`src/rtl/jqts_pkg.sv`:
```
// shared constants, base tables and pipeline types for the quantization table scaler
package jqts_pkg;

	// field and datapath widths
	localparam int QUAL_W  = 8;
	localparam int BASE_W  = 7;
	localparam int NUM_W   = 14;
	localparam int DIV_W   = 7;
	localparam int STEP_W  = 8;
	localparam int RECIP_W = 17;
	localparam int IDX_W   = 6;

	localparam logic [QUAL_W-1:0] QUAL_RESET = 8'd75;
	localparam logic [QUAL_W-1:0] QUAL_LO    = 8'd1;
	localparam logic [QUAL_W-1:0] QUAL_MID   = 8'd50;
	localparam logic [QUAL_W-1:0] QUAL_HI    = 8'd100;

	localparam logic [RECIP_W-1:0] RECIP_ONE = 17'h10000;
	localparam logic [STEP_W-1:0]  STEP_MAX  = 8'd255;

	// pipeline layout: one setup stage, then two long-division sections
	localparam int D1_STG  = 4;
	localparam int D2_STG  = 6;
	localparam int NUM_STG = 1 + D1_STG + D2_STG;
	localparam int D1_CNT [D1_STG] = '{4, 4, 3, 3};
	localparam int D2_CNT [D2_STG] = '{3, 3, 3, 3, 3, 2};

	// base tables, luminance in the lower half, chrominance in the upper half
	localparam logic [BASE_W-1:0] BASE_TAB [128] = '{
		7'd16, 7'd11, 7'd10, 7'd16, 7'd24, 7'd40, 7'd51, 7'd61,
		7'd12, 7'd12, 7'd14, 7'd19, 7'd26, 7'd58, 7'd60, 7'd55,
		7'd14, 7'd13, 7'd16, 7'd24, 7'd40, 7'd57, 7'd69, 7'd56,
		7'd14, 7'd17, 7'd22, 7'd29, 7'd51, 7'd87, 7'd80, 7'd62,
		7'd18, 7'd22, 7'd37, 7'd56, 7'd68, 7'd109, 7'd103, 7'd77,
		7'd24, 7'd35, 7'd55, 7'd64, 7'd81, 7'd104, 7'd113, 7'd92,
		7'd49, 7'd64, 7'd78, 7'd87, 7'd103, 7'd121, 7'd120, 7'd101,
		7'd72, 7'd92, 7'd95, 7'd98, 7'd112, 7'd100, 7'd103, 7'd99,
		7'd17, 7'd18, 7'd24, 7'd47, 7'd99, 7'd99, 7'd99, 7'd99,
		7'd18, 7'd21, 7'd26, 7'd66, 7'd99, 7'd99, 7'd99, 7'd99,
		7'd24, 7'd26, 7'd56, 7'd99, 7'd99, 7'd99, 7'd99, 7'd99,
		7'd47, 7'd66, 7'd99, 7'd99, 7'd99, 7'd99, 7'd99, 7'd99,
		7'd99, 7'd99, 7'd99, 7'd99, 7'd99, 7'd99, 7'd99, 7'd99,
		7'd99, 7'd99, 7'd99, 7'd99, 7'd99, 7'd99, 7'd99, 7'd99,
		7'd99, 7'd99, 7'd99, 7'd99, 7'd99, 7'd99, 7'd99, 7'd99,
		7'd99, 7'd99, 7'd99, 7'd99, 7'd99, 7'd99, 7'd99, 7'd99
	};

	// state of the first divider: partial remainder, dividend bits shifting into quotient
	typedef struct packed {
		logic [DIV_W-1:0] rem;
		logic [NUM_W-1:0] work;
		logic [DIV_W-1:0] div;
	} div1_t;

	// state of the reciprocal divider
	typedef struct packed {
		logic [STEP_W-1:0]  step;
		logic [STEP_W-1:0]  rem;
		logic [RECIP_W-1:0] work;
	} div2_t;

endpackage

```
`src/rtl/jpeg_quant_table_scaler.sv`:
```
// one transaction per cycle sustained while m_tready does not stall the output
// the pipeline has eleven register stages: one setup stage, then the two long
// dividers spread over 4 and 6 pipeline stages
// a stalled output only holds the stages that are full; bubbles ahead of it still fill
// reset clears all stage valid bits and sets quality to 75
// quality-scaled jpeg quantization step and its 17-bit reciprocal
module jpeg_quant_table_scaler (
	input  logic        clk,
	input  logic        arst_n,
	input  logic        cfg_we,
	input  logic [7:0]  cfg_wdata,     // quality
	input  logic        s_tvalid,
	output logic        s_tready,
	input  logic [7:0]  s_tdata,       // [5:0] entry_index, [7:6] zero
	input  logic [0:0]  s_tuser,       // [0] table_select
	output logic        m_tvalid,
	input  logic        m_tready,
	output logic [31:0] m_tdata        // [7:0] scaled_step, [24:8] reciprocal_step, [31:25] zero
);

	localparam int NS = jqts_pkg::NUM_STG;
	localparam int D1 = jqts_pkg::D1_STG;
	localparam int D2 = jqts_pkg::D2_STG;

	logic [jqts_pkg::QUAL_W-1:0] quality_q;
	logic [NS-1:0]               vld_s;
	logic [NS-1:0]               rdy;

	jqts_pkg::div1_t setup_nx;
	jqts_pkg::div1_t in_s1;
	jqts_pkg::div1_t d1_nx [D1];
	jqts_pkg::div1_t d1_s  [D1];
	jqts_pkg::div2_t d2_nx [D2];
	jqts_pkg::div2_t d2_s  [D2];

	// quality register
	always_ff @(posedge clk or negedge arst_n) begin
		if (!arst_n) begin
			quality_q <= jqts_pkg::QUAL_RESET;
		end else if (cfg_we) begin
			quality_q <= cfg_wdata;
		end
	end

	// per-stage ready: a stage takes new data when empty or when it moves on
	always_comb begin
		rdy[NS-1] = !vld_s[NS-1] || m_tready;
		for (int k = NS - 2; k >= 0; k--) begin
			rdy[k] = !vld_s[k] || rdy[k+1];
		end
	end

	assign s_tready = rdy[0];

	// valid bits travel with the data
	always_ff @(posedge clk or negedge arst_n) begin
		if (!arst_n) begin
			vld_s <= '0;
		end else begin
			if (rdy[0]) begin
				vld_s[0] <= s_tvalid;
			end
			for (int k = 1; k < NS; k++) begin
				if (rdy[k]) begin
					vld_s[k] <= vld_s[k-1];
				end
			end
		end
	end

	// setup: base lookup and the exact fraction numerator / denominator
	always_comb begin
		logic [jqts_pkg::BASE_W-1:0] base;
		logic [jqts_pkg::DIV_W-1:0]  sc;
		base = jqts_pkg::BASE_TAB[{s_tuser[0], s_tdata[jqts_pkg::IDX_W-1:0]}];
		sc   = 7'(8'd200 - {quality_q[6:0], 1'b0});
		setup_nx.rem = '0;
		if (quality_q >= jqts_pkg::QUAL_LO && quality_q < jqts_pkg::QUAL_MID) begin
			// 50/q: (100*base + q) / (2q)
			setup_nx.work = 14'(base) * 14'd100 + 14'(quality_q);
			setup_nx.div  = {quality_q[5:0], 1'b0};
		end else if (quality_q >= jqts_pkg::QUAL_MID && quality_q <= jqts_pkg::QUAL_HI) begin
			// (200-2q)/100: (base*(200-2q) + 50) / 100
			setup_nx.work = 14'(base) * 14'(sc) + 14'd50;
			setup_nx.div  = 7'd100;
		end else begin
			// quality out of range: zero scale
			setup_nx.work = '0;
			setup_nx.div  = 7'd1;
		end
	end

	always_ff @(posedge clk) begin
		if (rdy[0]) begin
			in_s1 <= setup_nx;
		end
	end

	// first divider: restoring long division, a few quotient bits per stage
	for (genvar g = 0; g < D1; g++) begin : g_div1
		jqts_pkg::div1_t src;

		if (g == 0) begin : g_first
			assign src = in_s1;
		end else begin : g_next
			assign src = d1_s[g-1];
		end

		always_comb begin
			logic [jqts_pkg::DIV_W:0] t;
			d1_nx[g] = src;
			for (int i = 0; i < jqts_pkg::D1_CNT[g]; i++) begin
				t = {d1_nx[g].rem, d1_nx[g].work[jqts_pkg::NUM_W-1]};
				d1_nx[g].work = {d1_nx[g].work[jqts_pkg::NUM_W-2:0], 1'b0};
				if (t >= {1'b0, d1_nx[g].div}) begin
					d1_nx[g].rem     = 7'(t - {1'b0, d1_nx[g].div});
					d1_nx[g].work[0] = 1'b1;
				end else begin
					d1_nx[g].rem = t[jqts_pkg::DIV_W-1:0];
				end
			end
		end

		always_ff @(posedge clk) begin
			if (rdy[1+g]) begin
				d1_s[g] <= d1_nx[g];
			end
		end
	end

	// reciprocal divider: 65536 / step, clamp of the step folded into its first stage
	for (genvar g = 0; g < D2; g++) begin : g_div2
		jqts_pkg::div2_t src;

		if (g == 0) begin : g_first
			always_comb begin
				logic [jqts_pkg::NUM_W-1:0] quot;
				quot     = d1_s[D1-1].work;
				src.rem  = '0;
				src.work = jqts_pkg::RECIP_ONE;
				if (quot == '0) begin
					src.step = 8'd1;
				end else if (quot > 14'(jqts_pkg::STEP_MAX)) begin
					src.step = jqts_pkg::STEP_MAX;
				end else begin
					src.step = quot[jqts_pkg::STEP_W-1:0];
				end
			end
		end else begin : g_next
			assign src = d2_s[g-1];
		end

		always_comb begin
			logic [jqts_pkg::STEP_W:0] t;
			d2_nx[g] = src;
			for (int i = 0; i < jqts_pkg::D2_CNT[g]; i++) begin
				t = {d2_nx[g].rem, d2_nx[g].work[jqts_pkg::RECIP_W-1]};
				d2_nx[g].work = {d2_nx[g].work[jqts_pkg::RECIP_W-2:0], 1'b0};
				if (t >= {1'b0, d2_nx[g].step}) begin
					d2_nx[g].rem     = 8'(t - {1'b0, d2_nx[g].step});
					d2_nx[g].work[0] = 1'b1;
				end else begin
					d2_nx[g].rem = t[jqts_pkg::STEP_W-1:0];
				end
			end
		end

		always_ff @(posedge clk) begin
			if (rdy[1+D1+g]) begin
				d2_s[g] <= d2_nx[g];
			end
		end
	end

	// result transaction
	assign m_tvalid = vld_s[NS-1];
	assign m_tdata  = {7'b0, d2_s[D2-1].work, d2_s[D2-1].step};

endmodule
```
`config.mk`:
```
export PLATFORM = sky130hd
export DESIGN_NAME = jpeg_quant_table_scaler
export DESIGN_NICKNAME = d
export VERILOG_FILES = /design/src/rtl/jqts_pkg.sv /design/src/rtl/jpeg_quant_table_scaler.sv
export SDC_FILE = /design/constraint.sdc
export NUM_CORES = 1
export LEC_CHECK = 0
export BUFFER_PORTS_ARGS = -buffer_cell sky130_fd_sc_hd__buf_4
export CAP_MARGIN = 30
export CORE_ASPECT_RATIO = 1.2
export CORE_MARGIN = 2
export CORE_UTILIZATION = 37
export CTS_CLUSTER_DIAMETER = 100
export DETAILED_ROUTE_END_ITERATION = 6
export PLACE_DENSITY = 0.51
export SETUP_SLACK_MARGIN = 0.15
export SLEW_MARGIN = 10
export SYNTH_ARGS = -nofsm -noshare
export SYNTH_HDL_FRONTEND = slang
export SYNTH_SLANG_ARGS = --single-unit
```
`constraint.sdc`:
```
create_clock -name clk -period 22.9 [get_ports clk]
set_input_delay 3.435 -clock clk [delete_from_list [all_inputs] [get_ports clk]]
set_output_delay 3.435 -clock clk [all_outputs]
set_load 0.1 [all_outputs]
```
==> metrics.md, run 1 <==
| Metric | Value |
|---|---|
| Nets | 2685 |
| First-pass detailed-route iteration total | 5 |
| CTS max path bufs | 3 |
| Crit path max-delay family | adder cells |
| Count of cell types in the netlist | 81 |
| Routed WL | just over 50000 um |
| Die W | about 230 um |
| I/O pins | 56 |
| Row count | approximately 100 |
| Worst-path fanout max | 11 |
| #FFs+latches synth | 284 |
| Post-synth top flop | edfxtp_1 |
| CP max stage delay | ~710 ps |
| Final hold violations | 0 |
| FILL cells | 5832 |
| Num Clock Sinks | ~280 |
| Fmax | roughly 0.1 GHz |
| RePlAce Congestion | 0.861 |
| Area of the die | 63600 um^2 |
| Worst Setup End Kind | register |
| Rel. slew slack | 38.6% |
| Clock-pin slew of the registers on the worst-case setup and hold paths | 60 ps |
| CTS buffer count | 34 |
| Synth warn | 0 |
| WS Path Type | in -> reg |
| Initial antenna violation count | 0 |
| Worst path cell trace | buf_4 > inv_1 > ha_1 > nor2b_1 > a21oi_1 > nand2_1 > o21ai_0 > mux4_2 > o21ai_1 > and2_1 > fa_1 > inv_1 > fa_1 > fa_1 > inv_1 > fa_1 > ha_1 > a21oi_1 > nor2b_1 > o21a_1 > o41ai_1 > o21ai_0 > xnor2_1 > o22ai_1 |
| Final setup vio count | 0 |
| Congestion Overflow GR | 0 |
| Sum Neg Setup Slack | 0 ps |
| Largest net degree at the start of global routing | 50 |
| Total core area | around 60000 um^2 |
| Post-Syn Instances | 2281 |
| Synth-to-Final Area Change | 11.0% |
| Status | finished, final reports clean |
| Worst min-delay path category | reg -> reg |
| Worst Path Arrival | 10220 ps |
| Vias/cell | 5.24 |
| Max capacitance violation total | 0 |
| Clk Latency, worst-skew pair | ~540 ps |
| Antenna fix cells | 0 |
| Fin crit share | a little over two fifths |
| Ratio of cells with drive above 1 in the final layout | 9.51% |
| Synthesized cell area | 22800 um^2 |
| CTS tree | yes |
| Sequential Area | 8440 um^2 |
| CP Data Required Time | 23120 ps |
| Min Tclk post-route | 10000 ps |
| Cell at the slowest stage of the critical path | o21ai_1 |
| Chip height | 276 um |
| Worst path bufs/invs | 4 |
| Starting Density | 37.5% |
| Total number of vias | 16631 |
| Max-slew violations | 0 |
| RSZ-0062 raised after global routing | false |
| Post-synth EDFFs | 265 |
| DR iter-0 viols | 763 |
| DR WL/cell | 16.3 um |
| Port Buffers | 46 |
| Multi-input gate area | 13400 um^2 |
| Post-Layout Cell Count | 3173 |
| Fin Clk Skew | 25.7 ps |
| CTS resizes | 0 |
| Vias in the first global route | 17235 |
| CTS root buf | clkbuf_16 |
| Syn_area_per_cell | 9.99 um^2 |
| Remaining antenna violation count after routing | 0 |
| CTS Hold Buffers Added | 0 |
| Sequential fraction of the synthesis area | 37.0% |
| Util after Layout | between 40% and 50% |
| Post-CTS setup buffers | 0 |
| HPWL Detailed | 40800 um |
| Startpoint Class | input pin |
| Worst Max-Slew Pin Slew | 922 ps |
| Final hold slack | 412 ps |
| Most used cell, CP | fa_1 |
| Placed cell count | 3110 |
| First-pass GRT wire length | 85500 um |
| GRT Total Usage | 16.5% |
| H-tree Lvls | 2 |
| DRC violations left | 0 |
| Asr flop ratio synth | 6.69% |
-- metrics by stage --
step / area (um^2) / setup slack (ps)
floorplan: 22800 / 12530
detailed placement: 24100 / 12370
global route: 25300 / 12490
global placement: 24100 / 12410
CTS: 25300 / 12920
finish: 25300 / 12900
-- kinds of logic after synthesis --
family	Yosys count	synth area share, %
XOR/XNOR	143	5.49
AND/OR/NAND/NOR	630	13.6
multiplexers	115	5.68
AO/OA/AOI/OAI	532	14.7
flip-flops	284	37.0
buffers and inverters	253	4.36
other	1	0.0164
adder cells (fa/ha/maj)	323	19.1
-- final timing paths --
| check | from | end | slack [ps] | cells past startpoint |
|---|---|---|---|---|
| max in group asynchronous | arst_n | quality_q[6] | 19810 | 1 |
| min | d2_s[0][2] | d2_s[1][5] | 410 | 0 |
| min reg2reg | d2_s[0][2] | d2_s[1][5] | 410 | 0 |
| min in group asynchronous | arst_n | vld_s[3] | 2790 | 1 |
| max reg2reg | d1_s[0][11] | d1_s[1][22] | 14150 | 31 |
| max | s_tdata[1] | g_div1[0].src[20] | 12900 | 24 |
-- cells in the final DEF (no fill, tap or decap), types with 62 or more instances in the layout --
cell type,n
a21oi_1,138
edfxtp_1,265
nor2_1,196
o21ai_0,158
mux2_2,82
xnor2_1,96
buf_4,62
nand2_1,141
ha_1,281
inv_1,204
-- sequential cells by signal, summed over array words and instances, names as in the netlist --
| signal | count |
|---|---|
| d1_s | 95 |
| g_div1.src | 3 |
| vld_s | 11 |
| g_div1.$7.t | 1 |
| d2_s | 150 |
| d1_nx | 16 |
| quality_q | 8 |
-- metal layers --
metal / vias up / global-route usage [%] / wire (um)
met5: - / 0 / 0
met4: 0 / 6.52 / 1770
met3: 100 / 2.07 / 1310
met2: 237 / 32.0 / 27500
met1: 7907 / 18.0 / 21000
li1: 8387 / - / -
-- cells in the mapped netlist (5+ instances only) --
cell | instances | area, um^2
or2_2 | 5 | 31.3
mux2i_1 | 25 | 250
a211o_1 | 7 | 61.3
a211oi_1 | 16 | 120
nand2_1 | 141 | 529
a21boi_0 | 11 | 82.6
a21oi_1 | 138 | 691
buf_1 | 6 | 22.5
and3_1 | 11 | 68.8
o31ai_1 | 10 | 75.1
o31a_1 | 11 | 96.3
a22o_1 | 5 | 43.8
xnor2_1 | 96 | 841
nor4_1 | 9 | 56.3
fa_1 | 42 | 841
clkbuf_1 | 23 | 86.3
a221o_1 | 8 | 80.1
nand3b_1 | 6 | 45.0
a41oi_1 | 5 | 43.8
nand2b_1 | 49 | 307
and4_1 | 7 | 61.3
xor2_1 | 47 | 412
o21a_1 | 33 | 248
buf_2 | 11 | 55.1
o22ai_1 | 9 | 56.3
a311oi_1 | 6 | 52.6
or4_1 | 10 | 75.1
and2_1 | 25 | 156
nand3_1 | 40 | 200
o211ai_1 | 8 | 60.1
a31oi_1 | 10 | 62.6
nand4_1 | 20 | 125
ha_1 | 281 | 3520
or3_1 | 12 | 75.1
dfrtp_1 | 15 | 375
inv_1 | 204 | 766
a21o_1 | 53 | 398
mux2_2 | 82 | 923
buf_4 | 8 | 60.1
o21ai_0 | 158 | 791
edfxtp_1 | 265 | 7960
nor2_1 | 196 | 736
o21bai_1 | 10 | 75.1
nor3_1 | 33 | 165
nor2b_1 | 57 | 357
-- area by class of cell --
class | instances | area share [%]
multi-input cells | 1750 | 52.9
flip-flops and latches | 284 | 33.3
well taps | 808 | 3.99
clock buffers | 42 | 3.60
inverters | 205 | 3.04
repair buffers | 65 | 2.12
clock inverters | 19 | 0.974
Power of run 1 is not shown: default switching activity piles up to over one toggle a cycle in this logic, so the estimate is an artifact.
==> inputs of run 2 (changes only) <==
--- a/config.mk
+++ b/config.mk
@@ -5,6 +5,7 @@
 export SDC_FILE = /design/constraint.sdc
 export NUM_CORES = 1
 export LEC_CHECK = 0
+export ABC_AREA = 1
 export BUFFER_PORTS_ARGS = -buffer_cell sky130_fd_sc_hd__buf_4
 export CAP_MARGIN = 30
 export CORE_ASPECT_RATIO = 1.2
@@ -12,7 +13,7 @@
 export CORE_UTILIZATION = 37
 export CTS_CLUSTER_DIAMETER = 100
 export DETAILED_ROUTE_END_ITERATION = 6
-export PLACE_DENSITY = 0.51
+export PLACE_DENSITY = 0.53
 export SETUP_SLACK_MARGIN = 0.15
 export SLEW_MARGIN = 10
 export SYNTH_ARGS = -nofsm -noshare
==> constraint.sdc (replaced) <==
create_clock -name clk -period 8.37 [get_ports clk]
set_input_delay 1.2555 -clock clk [delete_from_list [all_inputs] [get_ports clk]]
set_output_delay 1.2555 -clock clk [all_outputs]
set_load 0.1 [all_outputs]
==> metrics.md, run 2 <==
| Metric | Value |
|---|---|
| CTS resizes | 0 |
| CP max stage delay | 580 ps |
| Worst Max-Slew Pin Slew | 869 ps |
| Post-CTS setup buffers | 0 |
| Vias in the first global route | between 15000 and 20000 |
| Final hold violations | 0 |
| Starting Density | 37.3% |
| Total core area | 63200 um^2 |
| Post-synth EDFFs | 265 |
| Synth-to-Final Area Change | 10.6% |
| HPWL Detailed | 45700 um |
| Startpoint Class | register |
| Number of flip-flops in the largest register | 150 |
| Congestion Overflow GR | 0 |
| I/O pins | 56 |
| Most used cell, CP | nand2_1 |
| Fin Clk Skew | 25.9 ps |
| CTS root buf | clkbuf_16 |
| Synthesized cell area | around 24000 um^2 |
| Post-Syn Instances | 2784 |
| Synth warn | 0 |
| Fmax | about 0.14 GHz |
| Remaining antenna violation count after routing | 0 |
| Final setup vio count | 0 |
| Area of the die | 65700 um^2 |
| Die W | between 200 and 250 um |
| Port Buffers | 46 |
| RePlAce Congestion | 0.938 |
| Top-count cell post-synth | nand2_1 |
| Sequential fraction of the synthesis area | 35.8% |
| CTS tree | yes |
| First-pass detailed-route iteration total | 5 |
| Min Tclk post-route | 7210 ps |
| Register with the most flip-flops | d2_s |
| Max capacitance violation total | 0 |
| Final hold slack | 414 ps |
| Row count | a little over 100 |
| Status | finished, final reports clean |
| DRC violations left | 0 |
| Asr flop ratio synth | between 6 and 7% |
| Clock-pin slew of the registers on the worst-case setup and hold paths | 60 ps |
| Ratio of cells with drive above 1 in the final layout | under 10% |
| Count of cell types in the netlist | 67 |
| Yosys top cell area share | 33.8% |
| Total number of vias | approximately 19000 |
| Worst Path Arrival | 7500 ps |
| CTS max path bufs | 3 |
| WS Path Type | reg -> reg |
| Fin crit share | approximately 86% |
| Vias/cell | 5.01 |
| Nets | 3195 |
| Initial antenna violation count | 0 |
| #FFs+latches synth | 284 |
| CTS Hold Buffers Added | 0 |
| Num Clock Sinks | about 280 |
| Rel. slew slack | 41.7% |
| First-pass GRT wire length | 93600 um |
| FILL cells | approximately 6300 |
| Commonest non-fill, non-tap cell in the layout | nand2_1 |
| RSZ-0062 raised after global routing | false |
| Area contributors post-synth | edfxtp_1 34%, ha_1 15%, nand2_1 11%, inv_1 6.2%, a21oi_1 4.1% |
| Most frequent cells in the layout | 660 x nand2_1, 392 x inv_1, 281 x ha_1 |
| Max-slew violations | 0 |
| Cell at the slowest stage of the critical path | edfxtp_1 |
| CTS buffer count | 34 |
| Yosys top cell by area | edfxtp_1 |
| GRT Total Usage | around 18% |
| Worst-path fanout max | 11 |
| Placed cell count | 3637 |
| Clk Latency, worst-skew pair | approximately 560 ps |
| Commonest cells post-synth | 660 x nand2_1, 392 x inv_1, 281 x ha_1 |
| Worst Setup End Kind | register |
| Sum Neg Setup Slack | 0 ps |
| Routed WL | 56200 um |
| Worst min-delay path category | reg -> reg |
| DR iter-0 viols | 726 |
| Post-synth top flop | edfxtp_1 |
| Chip height | 280 um |
| CP Data Required Time | approximately 8700 ps |
| Largest net degree at the start of global routing | 32 |
| Antenna fix cells | 0 |
| Syn_area_per_cell | 8.46 um^2 |
| Post-Layout Cell Count | 3700 |
| H-tree Lvls | 2 |
| DR WL/cell | around 15 um |
## run 2: cell types whose count changed in the layout (fill, tap and decap cells not counted), moves of 28 or more
cell and change:
a21oi_1 +57, nand3_1 +70, nor2b_1 -57, inv_1 +188
o21a_1 -28, nand2_1 +519, xnor2_1 -33, xor2_1 +42
nand2b_1 -49, mux2_2 -80, a21o_1 -40
## run 2: per-layer routing
metal	up-vias	global-route usage [%]	part of all wire, %
met3	125	2.25	2.4
met1	8667	19.2	41
li1	9469	-	-
met5	-	0	0
met4	0	7.22	4.1
met2	263	33.9	53
## run 2: kinds of logic after synthesis
kind of cell | after synthesis | share of synthesized area [%]
other | 1 | 0.0159
AO/OA/AOI/OAI | 460 | 11.4
buffers and inverters | 436 | 7.32
adder cells (fa/ha/maj) | 323 | 18.5
flip-flops | 284 | 35.8
XOR/XNOR | 152 | 5.65
multiplexers | 2 | 0.0956
AND/OR/NAND/NOR | 1126 | 21.2
## run 2: final timing paths
kind	end	startpoint	cells after the start	slack, ps
max in group asynchronous	quality_q[3]	arst_n	1	7440
setup reg to reg	d1_s[1][26]	d1_s[0][11]	39	1160
hold / removal	d2_s[4][9]	d2_s[3][6]	0	410
setup / recovery	d1_s[1][26]	d1_s[0][11]	39	1160
min in group asynchronous	vld_s[0]	arst_n	1	620
hold reg to reg	d2_s[4][9]	d2_s[3][6]	0	410
## run 2: final cells by class
cell class	instances	area (um^2)	area share (%)
Multi-Input combinational cell	2070	13400	51.5
Sequential cell	284	8440	32.4
Inverter	405	1520	5.83
Tap cell	824	1030	3.96
Clock buffer	41	897	3.44
Timing Repair Buffer	55	488	1.87
Clock inverter	21	269	1.03
## run 2: worst max-delay path: cells and delay by family (launching register included)
family	cells	cell delay (ps)
buffers and inverters	5	570
and+or+nand+nor	20	2210
adders and majority gates	4	1620
DFF	1	580
AOI/OAI and AO/OA	10	1960
## run 2: per-stage QoR
stage | utilization (%) | instance area (um^2) | setup slack (ps)
global placement | 39.2 | 24800 | 842
global route | 41.2 | 26100 | 401
CTS | 41.2 | 26000 | 1160
detailed placement | 39.4 | 24900 | 836
floorplan | - | 23600 | 1440
finish | 41.2 | 26100 | 1160
Power of run 2 is left out for the same reason.
==> inputs of run 3 (changes only) <==
--- a/config.mk
+++ b/config.mk
@@ -5,7 +5,6 @@
 export SDC_FILE = /design/constraint.sdc
 export NUM_CORES = 1
 export LEC_CHECK = 0
-export ABC_AREA = 1
 export BUFFER_PORTS_ARGS = -buffer_cell sky130_fd_sc_hd__buf_4
 export CAP_MARGIN = 30
 export CORE_ASPECT_RATIO = 1.2
==> metrics.md, run 3 (synthesized netlist as in run 1, its figures left out) <==
| Metric | Value |
|---|---|
| CTS max path bufs | 3 |
| Startpoint Class | register |
| Synth-to-Final Area Change | 11.5% |
| Hold Startpoint | d1_s[0][14] |
| First-pass GRT wire length | 85900 um |
| Reg-to-Reg End | d1_s[1][22] |
| Nets | 2699 |
| Final hold violations | 0 |
| RSZ-0062 raised after global routing | false |
| Num Clock Sinks | 284 |
| Number of flip-flops in the largest register | 150 |
| Port Buffers | 46 |
| Routed WL | 52100 um |
| Ratio of cells with drive above 1 in the final layout | 10.5% |
| DR WL/cell | 16.3 um |
| Most frequent cells in the layout | 281 x ha_1, 265 x edfxtp_1, 204 x inv_1 |
| Row count | 99 |
| Worst min-delay path category | reg -> reg |
| Worst Setup End Kind | register |
| Starting Density | 37.5% |
| Vias/cell | 5.27 |
| Multi-input gate area | roughly 13000 um^2 |
| Fmax | 0.129 GHz |
| Register with the most flip-flops | d2_s |
| Crit path max-delay family | compound AO/OA/AOI/OAI gates |
| CTS Hold Buffers Added | 0 |
| Area of the die | 63600 um^2 |
| Chip height | ~280 um |
| Worst reg-to-reg path cell count | 31 |
| Clock-pin slew of the registers on the worst-case setup and hold paths | approximately 60 ps |
| Worst r2r src | d1_s[0][20] |
| Max capacitance violation total | 0 |
| Clk Latency, worst-skew pair | 540 ps |
| RePlAce Congestion | 0.886 |
| Vias in the first global route | 17477 |
| FILL cells | just under 6000 |
| CP max stage delay | 420 ps |
| DRC violations left | 0 |
| Sequential Area | about 8400 um^2 |
| CTS buffer count | 34 |
| Status | finished, final reports clean |
| GRT Total Usage | roughly 16% |
| Hold path depth | 0 |
| Die W | between 200 and 250 um |
| Worst Max-Slew Pin Slew | a little over 800 ps |
| HPWL Detailed | roughly 41000 um |
| Total core area | 60800 um^2 |
| CTS root buf | clkbuf_16 |
| DR iter-0 viols | between 700 and 800 |
| Max-slew violations | 0 |
| Worst-path fanout max | 8 |
| First-pass detailed-route iteration total | 5 |
| Fin crit share | 92.7% |
| I/O pins | 56 |
| Final setup vio count | 0 |
| R2R setup slack | 610 ps |
| Commonest non-fill, non-tap cell in the layout | ha_1 |
| Worst Path Arrival | 8050 ps |
| CP Data Required Time | 8660 ps |
| CTS tree | yes |
| Remaining antenna violation count after routing | 0 |
| Fin Clk Skew | 32.7 ps |
| Initial antenna violation count | 0 |
| Antenna fix cells | 0 |
| Cell at the slowest stage of the critical path | fa_1 |
| Min Tclk post-route | 7760 ps |
| Worst path bufs/invs | 3 |
| Largest net degree at the start of global routing | 50 |
| Rel. slew slack | between 40% and 50% |
| WHS Endpoint | d1_s[1][18] |
| Sum Neg Setup Slack | 0 ps |
| Congestion Overflow GR | 0 |
| H-tree Lvls | 2 |
| WS Path Type | reg -> reg |
| Total number of vias | between 15000 and 20000 |
## run 3: cell count changes in the layout (fill, tap and decap cells not counted), sizes merged, moves of 33 or more
cell	before	now
a21o	13	53
a21oi	201	140
inv	408	209
mux2	2	88
nand2	686	141
nand2b	0	49
nand3	130	40
nor2b	0	57
xnor2	63	96
xor2	89	47
## run 3: worst max path at each step
stage                  endpoint  slack (ps)        start  cells after the start
global route        d1_s[1][22]         150  d1_s[0][20]                     31
finish              d1_s[1][22]         610  d1_s[0][20]                     31
CTS                 d1_s[1][22]         280   d1_s[0][0]                     30
floorplan           d1_s[1][22]         770  d1_s[0][11]                     33
global placement    d1_s[1][22]         360   d1_s[0][0]                     30
detailed placement  d1_s[1][22]         320   d1_s[0][0]                     30
## run 3: worst register-to-register path: cells and delay by family (launching register included)
| family | cells | cell delay [ps] |
|---|---|---|
| compound gates | 16 | 3570 |
| fa+ha+maj | 5 | 1620 |
| buf+inv | 3 | 340 |
| flops | 1 | 390 |
| mux | 3 | 1020 |
| simple gates | 4 | 570 |
## run 3: per-stage QoR
stage	hold slack, ps	worst slack [ps]	area, um^2	util, %	cells
after floorplan	400	774	22800	-	2287
after global placement	400	355	24200	39.7	3121
after detailed placement	405	318	24200	39.8	3123
after CTS	412	281	25300	41.7	3185
after global routing	414	152	25400	41.8	3188
final	411	610	25400	41.8	3188
## run 3: what timing repair did
item / 4_1_cts / 5_1_grt
gates resized for setup: 0 / 12
endpoints found under the setup margin: 0 / 14
setup buffers: 0 / 3
## run 3: area by class of cell
type / instances / share of cell area, %
multi-input cells: 1750 / 52.9
flip-flops and latches: 284 / 33.2
well taps: 808 / 3.98
clock buffers: 39 / 3.50
inverters: 205 / 3.03
repair buffers: 79 / 2.49
clock inverters: 23 / 0.867
## run 3: per-layer routing
layer	GRT usage [%]	wire length (um)
met5	0	0
met1	18.1	21100
met3	1.68	1360
met2	32.4	28000
met4	6.23	1680
Power of run 3 is left out for the same reason.
